$ cat config.mk
export PLATFORM = sky130hd
export DESIGN_NAME = smma_datapath
export DESIGN_NICKNAME = d
export VERILOG_FILES = /design/src/sv/smma_pkg.sv /design/src/sv/smma_datapath.sv
export SDC_FILE = /design/constraint.sdc
export NUM_CORES = 2
export LEC_CHECK = 0
export ABC_CLOCK_PERIOD_IN_PS = 16100
export BUFFER_PORTS_ARGS = -buffer_cell sky130_fd_sc_hd__clkbuf_2
export CORE_MARGIN = 5
export CORE_UTILIZATION = 53
export DETAILED_ROUTE_END_ITERATION = 10
export PLACE_DENSITY = 0.7
export SKIP_LAST_GASP = 1
export SYNTH_ARGS = -nofsm -noshare
export SYNTH_HDL_FRONTEND = slang
export SYNTH_SLANG_ARGS = --single-unit
$ cat constraint.sdc
create_clock -name clk -period 16.1 [get_ports clk]
set_input_delay 1.61 -clock clk [delete_from_list [all_inputs] [get_ports clk]]
set_output_delay 1.61 -clock clk [all_outputs]
set_load 0.005 [all_outputs]
$ cat src/sv/smma_pkg.sv
// shared constants, codes and types of the small matrix multiply-accumulate block
package smma_pkg;

  // default geometry and number format
  localparam int DEF_MAX_ROWS   = 16;
  localparam int DEF_MAX_COLS   = 16;
  localparam int DEF_MAX_DEPTH  = 32;
  localparam int DEF_WORK_LIMIT = 4096;
  localparam int DEF_FRAC_BITS  = 24;

  // field widths
  localparam int DATA_W    = 32;
  localparam int IDX_W     = 5;
  localparam int REQ_W     = 3;
  localparam int STAT_W    = 2;
  localparam int ROWS_W    = 5;
  localparam int DEPTH_W   = 6;
  localparam int COLS_W    = 5;
  localparam int CFG_IDX_W = 3;

  // register reset values
  localparam logic [ROWS_W-1:0]         RST_ROWS  = 5'd8;
  localparam logic [DEPTH_W-1:0]        RST_DEPTH = 6'd8;
  localparam logic [COLS_W-1:0]         RST_COLS  = 5'd8;
  localparam logic signed [DATA_W-1:0]  RST_ALPHA = 32'sh0100_0000;
  localparam logic signed [DATA_W-1:0]  RST_BETA  = 32'sh0000_0000;

  // saturation limits
  localparam logic [DATA_W-1:0] SAT_POS = 32'h7FFF_FFFF;
  localparam logic [DATA_W-1:0] SAT_NEG = 32'h8000_0000;

  // request codes
  localparam logic [REQ_W-1:0] REQ_WRITE_A = 3'd0;
  localparam logic [REQ_W-1:0] REQ_WRITE_B = 3'd1;
  localparam logic [REQ_W-1:0] REQ_WRITE_C = 3'd2;
  localparam logic [REQ_W-1:0] REQ_COMPUTE = 3'd3;
  localparam logic [REQ_W-1:0] REQ_READ_C  = 3'd4;

  // configuration register indexes
  localparam logic [CFG_IDX_W-1:0] CFG_ROWS  = 3'd0;
  localparam logic [CFG_IDX_W-1:0] CFG_DEPTH = 3'd1;
  localparam logic [CFG_IDX_W-1:0] CFG_COLS  = 3'd2;
  localparam logic [CFG_IDX_W-1:0] CFG_ALPHA = 3'd3;
  localparam logic [CFG_IDX_W-1:0] CFG_BETA  = 3'd4;

  // result status codes
  localparam logic [STAT_W-1:0] STAT_DONE   = 2'd0;
  localparam logic [STAT_W-1:0] STAT_REJECT = 2'd1;
  localparam logic [STAT_W-1:0] STAT_READ   = 2'd2;

  // sequencer states
  typedef enum logic [3:0] {
    ST_IDLE,
    ST_READ,
    ST_CHECK_SIZE,
    ST_CHECK_WORK,
    ST_MAC,
    ST_MAC_DRAIN,
    ST_ALPHA,
    ST_ALPHA_DRAIN,
    ST_BETA,
    ST_BETA_WAIT,
    ST_WRITE_BACK,
    ST_DONE
  } seq_state_t;

  // operand pair fed to the shared multiplier
  typedef enum logic [1:0] {
    MUL_AB,
    MUL_ALPHA,
    MUL_BETA
  } mul_sel_t;

  // sequencer to datapath controls
  typedef struct packed {
    logic     mul_fire;
    mul_sel_t mul_sel;
    logic     acc_clr;
    logic     alpha_start;
    logic     t1_load;
    logic     t2_clr;
  } dp_ctrl_t;

  // datapath to sequencer status
  typedef struct packed {
    logic busy;
    logic alpha_last;
    logic sat;
  } dp_stat_t;

endpackage

$ cat src/sv/smma_datapath.sv
// shared multiplier datapath: dot product, alpha and beta scaling, rounding, saturation
module smma_datapath import smma_pkg::*; #(
  parameter int MAX_DEPTH = DEF_MAX_DEPTH,
  parameter int FRAC_BITS = DEF_FRAC_BITS
) (
  input  logic                     clk,
  input  logic                     rst,
  input  dp_ctrl_t                 ctrl,
  input  logic signed [DATA_W-1:0] a_data,
  input  logic signed [DATA_W-1:0] b_data,
  input  logic signed [DATA_W-1:0] c_data,
  input  logic signed [DATA_W-1:0] alpha_gain,
  input  logic signed [DATA_W-1:0] beta_gain,
  output dp_stat_t                 stat,
  output logic signed [DATA_W-1:0] result
);

  localparam int ACC_W  = 2 * DATA_W + $clog2(MAX_DEPTH);
  localparam int NCH    = (ACC_W + DATA_W - 1) / DATA_W;
  localparam int CH_W   = $clog2(NCH);
  localparam int OP_W   = DATA_W + 1;
  localparam int PROD_W = 2 * OP_W;
  localparam int WIDE_W = ACC_W + OP_W;
  localparam int T1_W   = WIDE_W - 2 * FRAC_BITS;
  localparam int T2_W   = PROD_W - FRAC_BITS;
  localparam int SUM_W  = ((T1_W > T2_W) ? T1_W : T2_W) + 1;
  localparam logic signed [WIDE_W-1:0] T1_HALF = WIDE_W'(1) << (2 * FRAC_BITS - 1);
  localparam logic signed [PROD_W-1:0] T2_HALF = PROD_W'(1) << (FRAC_BITS - 1);

  logic signed [ACC_W-1:0]      acc;
  logic signed [NCH*DATA_W-1:0] acc_ext;
  logic [CH_W-1:0]              chunk;
  logic [DATA_W-1:0]            chunk_bits;
  logic signed [OP_W-1:0]       mul_x;
  logic signed [OP_W-1:0]       mul_y;
  logic signed [PROD_W-1:0]     prod;
  logic                         mul_v;
  mul_sel_t                     mul_tag;
  logic signed [WIDE_W-1:0]     wide;
  logic signed [WIDE_W-1:0]     t1_sum;
  logic signed [PROD_W-1:0]     t2_sum;
  logic signed [T1_W-1:0]       t1;
  logic signed [T2_W-1:0]       t2;
  logic signed [SUM_W-1:0]      total;
  logic [SUM_W-DATA_W:0]        top_bits;
  logic                         fits;

  // accumulator split into 32-bit pieces, top piece signed
  assign acc_ext    = (NCH * DATA_W)'(acc);
  assign chunk_bits = acc_ext[chunk * DATA_W +: DATA_W];

  // operand select for the shared multiplier
  always_comb begin
    case (ctrl.mul_sel)
      MUL_ALPHA: begin
        if (chunk == CH_W'(NCH - 1)) begin
          mul_x = {chunk_bits[DATA_W-1], chunk_bits};
        end else begin
          mul_x = {1'b0, chunk_bits};
        end
        mul_y = {alpha_gain[DATA_W-1], alpha_gain};
      end
      MUL_BETA: begin
        mul_x = {c_data[DATA_W-1], c_data};
        mul_y = {beta_gain[DATA_W-1], beta_gain};
      end
      default: begin
        mul_x = {a_data[DATA_W-1], a_data};
        mul_y = {b_data[DATA_W-1], b_data};
      end
    endcase
  end

  // product register and its tag
  always_ff @(posedge clk) begin
    if (rst) begin
      mul_v <= 1'b0;
    end else begin
      mul_v <= ctrl.mul_fire;
    end
  end

  always_ff @(posedge clk) begin
    if (ctrl.mul_fire) begin
      prod    <= mul_x * mul_y;
      mul_tag <= ctrl.mul_sel;
    end
  end

  // alpha piece counter, top piece first
  always_ff @(posedge clk) begin
    if (ctrl.alpha_start) begin
      chunk <= CH_W'(NCH - 1);
    end else if (ctrl.mul_fire && ctrl.mul_sel == MUL_ALPHA) begin
      chunk <= chunk - 1'b1;
    end
  end

  // round half up by keeping the upper bits after adding half an lsb
  assign t1_sum = wide + T1_HALF;
  assign t2_sum = prod + T2_HALF;

  // exact dot product, horner sum of alpha pieces, rounded terms
  always_ff @(posedge clk) begin
    if (ctrl.acc_clr) begin
      acc <= '0;
    end else if (mul_v && mul_tag == MUL_AB) begin
      acc <= acc + ACC_W'(prod);
    end
    if (ctrl.alpha_start) begin
      wide <= '0;
    end else if (mul_v && mul_tag == MUL_ALPHA) begin
      wide <= (wide <<< DATA_W) + WIDE_W'(prod);
    end
    if (ctrl.t1_load) begin
      t1 <= t1_sum[WIDE_W-1:2*FRAC_BITS];
    end
    if (ctrl.t2_clr) begin
      t2 <= '0;
    end else if (mul_v && mul_tag == MUL_BETA) begin
      t2 <= t2_sum[PROD_W-1:FRAC_BITS];
    end
  end

  // final sum and saturation
  assign total    = SUM_W'(t1) + SUM_W'(t2);
  assign top_bits = total[SUM_W-1:DATA_W-1];
  assign fits     = (&top_bits) || (~|top_bits);

  always_comb begin
    if (fits) begin
      result = total[DATA_W-1:0];
    end else if (total[SUM_W-1]) begin
      result = SAT_NEG;
    end else begin
      result = SAT_POS;
    end
  end

  assign stat.busy       = mul_v;
  assign stat.alpha_last = (chunk == '0);
  assign stat.sat        = !fits;

endmodule
# Word level (Yosys, flattened, before mapping)
# Index checks and enable logic that the tools add are counted.
dict set report classes {
  n_addsub 6
  multipliers 1
  div_mod_pow 0
  order_cmp 0
  n_eq_ne 5
  shifts 1
  n_mux 5
  n_bitwise 0
  n_reduce_logical 11
}
# op n
set ops {}
lappend ops {{$pmux 33 s2} 2}
lappend ops {{$add 102x49->102 const B} 1}
lappend ops {{$add 102x66->102} 1}
lappend ops {{$shiftx 96x8->32} 1}
lappend ops {{$add 69x66->69} 1}
lappend ops {{$add 66x25->66 const B} 1}
lappend ops {{$mul 33x33->66} 1}
lappend ops {{$mux 32} 2}
lappend ops {{$add 54x42->55} 1}
lappend ops {{$mux 33} 1}
lappend ops {{$reduce_and 24->1} 1}
lappend ops {{$reduce_or 24->1} 1}
lappend ops {{$eq 2x2->1 const B} 3}
lappend ops {{$eq 2x1->1 const B} 2}
lappend ops {{$logic_and 1x1->1} 4}
lappend ops {{$logic_not 2->1} 2}
lappend ops {{$logic_not 1->1} 2}
lappend ops {{$sub 2x1->2 const B} 1}
lappend ops {{$logic_or 1x1->1} 1}
dict set report word_totals {
  register_bits 338
  latch_bits 0
  mem_bits_rw 0
  rom_bits 0
  input_bits 169
  wordCells 37
  n_memories 0
}

# Longest topological paths before layout
dict set report logic_depth {
  depth_word 5
  depth_mapped 39
}

# Worst setup path after synthesis
# No wires, ideal clock.
dict set report synth_path {
  kind {input to register}
  from {in ctrl[4] (netlist bit)}
  to {reg prod[65] (data pin)}
  setup_time_ns 0.260
  arrival_ns 10.586
  required_time_ns 15.840
  path_slack_ns 5.254
  stages 34
  n_path_buf 4
  cell_sequence {inv_1 -> ha_1 -> clkbuf_1 -> clkbuf_1 -> clkbuf_1 -> buf_1 -> o21ai_0 -> nand2_1 -> inv_1 -> fa_1 -> inv_1 -> fa_1 -> inv_1 -> fa_1 -> inv_1 -> fa_1 -> inv_1 -> fa_1 -> fa_1 -> fa_1 -> inv_1 -> fa_1 -> inv_1 -> ha_1 -> a21o_1 -> a21oi_1 -> nor2b_1 -> a311o_1 -> a21o_1 -> a41oi_1 -> o21bai_1 -> a41oi_1 -> a31oi_1 -> xnor2_1}
}
dict set report synth_between {
  elab_chain_cells 3
  word_cells_on_any_way 5
  classes_between {mul: 1; eq/ne: 2; mux: 2}
}
# item line_no
set synth_rtl {}
lappend synth_rtl {{start, declared} smma_datapath.sv:8} ;# input dp_ctrl_t ctrl,
lappend synth_rtl {{$eq 2x2->1 / $eq 2x1->1 (equally long branches)} smma_datapath.sv:54} ;# case (ctrl.mul_sel)
lappend synth_rtl {{$pmux 33 s2} smma_datapath.sv:54}
lappend synth_rtl {{$mul 33x33->66 *} smma_datapath.sv:85} ;# prod <= mul_x * mul_y;
lappend synth_rtl {{end signal, assigned} smma_datapath.sv:85}
lappend synth_rtl {{end, declared} smma_datapath.sv:36} ;# logic signed [PROD_W-1:0] prod;
# Every way passes the cells marked *; elsewhere a longest branch is shown, timed or not.
# A chain may end at the register's enable or synchronous reset.

# Worst setup path in the final report
dict set report layout_path {
  from {reg chunk[0]}
  to {reg prod[65] (data pin)}
}
dict set report layout_between {
  elab_chain_cells 4
  word_cells_on_any_way 5
  classes_between {mul: 1; eq/ne: 1; shift: 1; mux: 2}
}
# item line_no
set layout_rtl {}
lappend layout_rtl {{start, declared} smma_datapath.sv:32} ;# logic [CH_W-1:0] chunk;
lappend layout_rtl {{start signal, assigned} smma_datapath.sv:93} ;# chunk <= CH_W'(NCH - 1);
lappend layout_rtl {{start signal, assigned} smma_datapath.sv:95} ;# chunk <= chunk - 1'b1;
lappend layout_rtl {{$shiftx 96x8->32 / $eq 2x2->1 (equally long branches)} {smma_datapath.sv:50, smma_datapath.sv:56}}
lappend layout_rtl {{$mux 33 *} smma_datapath.sv:56} ;# if (chunk == CH_W'(NCH - 1)) begin
lappend layout_rtl {{$pmux 33 s2 *} smma_datapath.sv:54}
lappend layout_rtl {{$mul 33x33->66 *} smma_datapath.sv:85}
# Marks and branches as above.

==> results.py <==
metrics = {
    "status": {
        "status": "finished, final reports clean",
    },
    "critical_path": {
        "r2r_start": "chunk[0]$_SDFFE_PP0P_",
        "cpMaxStageDelayCell": "fa_1",
        "reg2reg_depth": 35,
        "max_stage_delay_ns": 0.95,
        "critical_path_required_ns": 16.41,
        "critPathArrivalTime_ns": 13.11,
        "worstSetupPathType": "register to register",
        "start_kind": "register",
        "r2r_slack_ns": 3.30,
        "cp_max_fo": 37,
        "cp-end-kind": "register",
        "r2r-end": "prod[65]$_DFFE_PP_",
    },
    "sta": {
        "clock.fmax_ghz": 0.0781,
        "fin_worst_skew_ns": 0.0370,
        "final-hold-violation-count": 0,
        "setup_slack_ns": 3.30,
        "setup_tns_ns": 0,
        "worst_pin_slew_ns": 1.37,
        "finalSetupViolations": 0,
        "slew_headroom_pct": 8.90,
        "period_needed_ns": 12.80,
        "post-route-period-util_pct": 79.5,
        "rsz0062_at_grt": "no",
        "slew_violations": 0,
    },
    "cts": {
        "clkLatencyLatePin_ns": 0.59,
        "htree_num_levels": 2,
        "cts_sinks": 338,
        "path_clk_slew_ns": 0.06,
        "cts_buffer_depth": 3,
        "cts_tree": "built",
        "cts_setup_buffers": 0,
        "cts_made_buffers": 40,
        "hold_buffers": 0,
        "cts_resized": 0,
        "cts-root-buf": "clkbuf_16",
    },
    "floorplanning": {
        "core_um2": 118000,
        "die_h_um": 355,
        "io_pins": 204,
        "start_util_pct": 53.4,
        "rows": 126,
        "die_w_um": 355,
        "fp.dieArea_um2": 126000,
    },
    "logic_synthesis": {
        "synth_top_flop_cell": "dfxtp_1",
        "synthTopCellsByArea": "fa_1 36%, ha_1 8.2%, inv_1 6.9%",
        "netlist.area_leader.share_pct": 36.4,
        "yosysSeqAreaShare_pct": 12.7,
        "synthesis.instances": 7362,
        "syn_nets": 9093,
        "synthArstFlopShare_pct": 0,
        "ys_types": 92,
        "ys_ff_latch": 338,
        "syn_area_per_cell_um2": 8.58,
        "synth_area_um2": 63100,
        "synth_edf_count": 122,
        "synth.largest_area_cell": "fa_1",
        "yosysWarnings": 0,
    },
    "routing": {
        "ant_nets": 0,
        "drt-total-wl_mm": 212,
        "dr.first_iter.drc_count": 5638,
        "avgRoutedWirePerCell_um": 23.9,
        "vias": 53500,
        "first_pass_iters": 6,
        "viasPerCell": 6.02,
        "remaining_drc_errors": 0,
    },
    "global_route": {
        "grt_overflow": 0,
        "antenna_found_initial": 4,
        "global_route.usage.total_pct": 33.7,
        "grt_pass1_wl_mm": 325,
        "first_global_vias": 54500,
        "grt_max_degree": 145,
    },
    "placement": {
        "io_buffers": 203,
        "place_congestion": 1.05,
        "dpl.hpwl_mm": 171,
        "place_ws_ns": 3.57,
        "dpl-instance-area_um2": 65400,
    },
    "cells_and_area": {
        "design_area_um2": 66800,
        "num-fill-cells": 10700,
        "drive_gt1_share_pct": 5.81,
        "synthToLayoutAreaGrowth_pct": 5.80,
        "final_nets": 9051,
    },
    "hold_path": {
        "hold_path_depth": 2,
        "worstHoldPathType": "register to register",
        "hold-path-endpoint": "wide[16]$_SDFFE_PP0P_",
        "hp-start": "wide[16]$_SDFFE_PP0P_",
    },
    "flow_run": {
        "maxCapViolCount": 0,
    },
}
synth_stat cells, types with 122 or more instances:
cell,n
a21oi_1,430
edfxtp_1,122
ha_1,413
xor2_1,128
fa_1,1149
xnor2_1,199
clkbuf_1,345
a21o_1,164
o21ai_0,192
nand2_1,1068
dfxtp_1,216
inv_1,1153
nor2_1,743
layout make-up:
type / instances / area (um^2) / area share (%)
diodes: 1 / 2.50 / 0.00375
clock buffers: 50 / 1090 / 1.63
clock inverters: 24 / 275 / 0.412
repair buffers: 293 / 1710 / 2.56
well taps: 1536 / 1920 / 2.88
multi-input cells: 5494 / 49500 / 74.1
flip-flops and latches: 338 / 7990 / 12.0
inverters: 1153 / 4330 / 6.48
stage by stage:
stage | hold WS [ns] | utilization, % | std cells
2_1_floorplan | 0.425 | - | 7362
3_3_place_gp | 0.444 | 55.3 | 8814
3_5_place_dp | 0.455 | 55.3 | 8814
4_1_cts | 0.463 | 56.5 | 8888
5_1_grt | 0.479 | 56.5 | 8888
6_report | 0.467 | 56.5 | 8889
layer usage:
metal  GRT usage [%]  wire, um
met5               0        41
met4            15.9     13100
met3            9.64     26000
met2            51.8     91600
met1            44.3     81600
how the worst max path moves through the flow:
stage                          startpoint                  to  slack [ns]  cells after the start
finish              chunk[0]$_SDFFE_PP0P_  prod[65]$_DFFE_PP_        3.30                     35
floorplan                         ctrl[4]  prod[65]$_DFFE_PP_        5.25                     34
global placement    chunk[0]$_SDFFE_PP0P_  prod[65]$_DFFE_PP_        3.76                     35
detailed placement  chunk[0]$_SDFFE_PP0P_  prod[65]$_DFFE_PP_        3.57                     35
CTS                 chunk[0]$_SDFFE_PP0P_  prod[65]$_DFFE_PP_        3.53                     35
global route        chunk[0]$_SDFFE_PP0P_  prod[65]$_DFFE_PP_        2.63                     35
sequential cells by signal, summed over array words and instances, names as in the netlist:
name,count
acc,69
wide,102
mul_tag,2
chunk,2
t1,54
mul_v,1
t2,42
prod,66
placed cells by master, fill, tap and decap left out, drive strengths merged, types with 57 or more instances in the layout:
cell type	instances
mux2i	67
a211oi	57
nand4	58
clkbuf	251
a22oi	67
nor2	743
xnor2	199
inv	1158
o21ai	248
nand2	1068
a21o	164
edfxtp	122
and3	58
a21oi	431
buf	92
nand3	111
xor2	128
o21a	84
fa	1149
ha	413
dfxtp	216
kinds of logic after synthesis:
| kind of cell | count (synthesis) | share of synthesized area [%] |
|---|---|---|
| AOI/OAI and AO/OA | 1269 | 12.7 |
| and+or+nand+nor | 2267 | 15.2 |
| adders and majority gates | 1562 | 44.6 |
| DFF | 338 | 12.7 |
| muxes | 69 | 1.10 |
| buffers and inverters | 1530 | 9.20 |
| xor gates and xnor gates | 327 | 4.54 |
critical path, delay by kind of cell, from the launching register on:
kind / cells / cell delay [ns]
flops: 1 / 0.32
xor+xnor: 1 / 0.14
compound gates: 11 / 2.89
buf+inv: 10 / 2.17
fa+ha+maj: 9 / 5.14
simple gates: 4 / 1.83
Power is not shown: default switching activity piles up to over one toggle a cycle in this logic, so the estimate is an artifact.
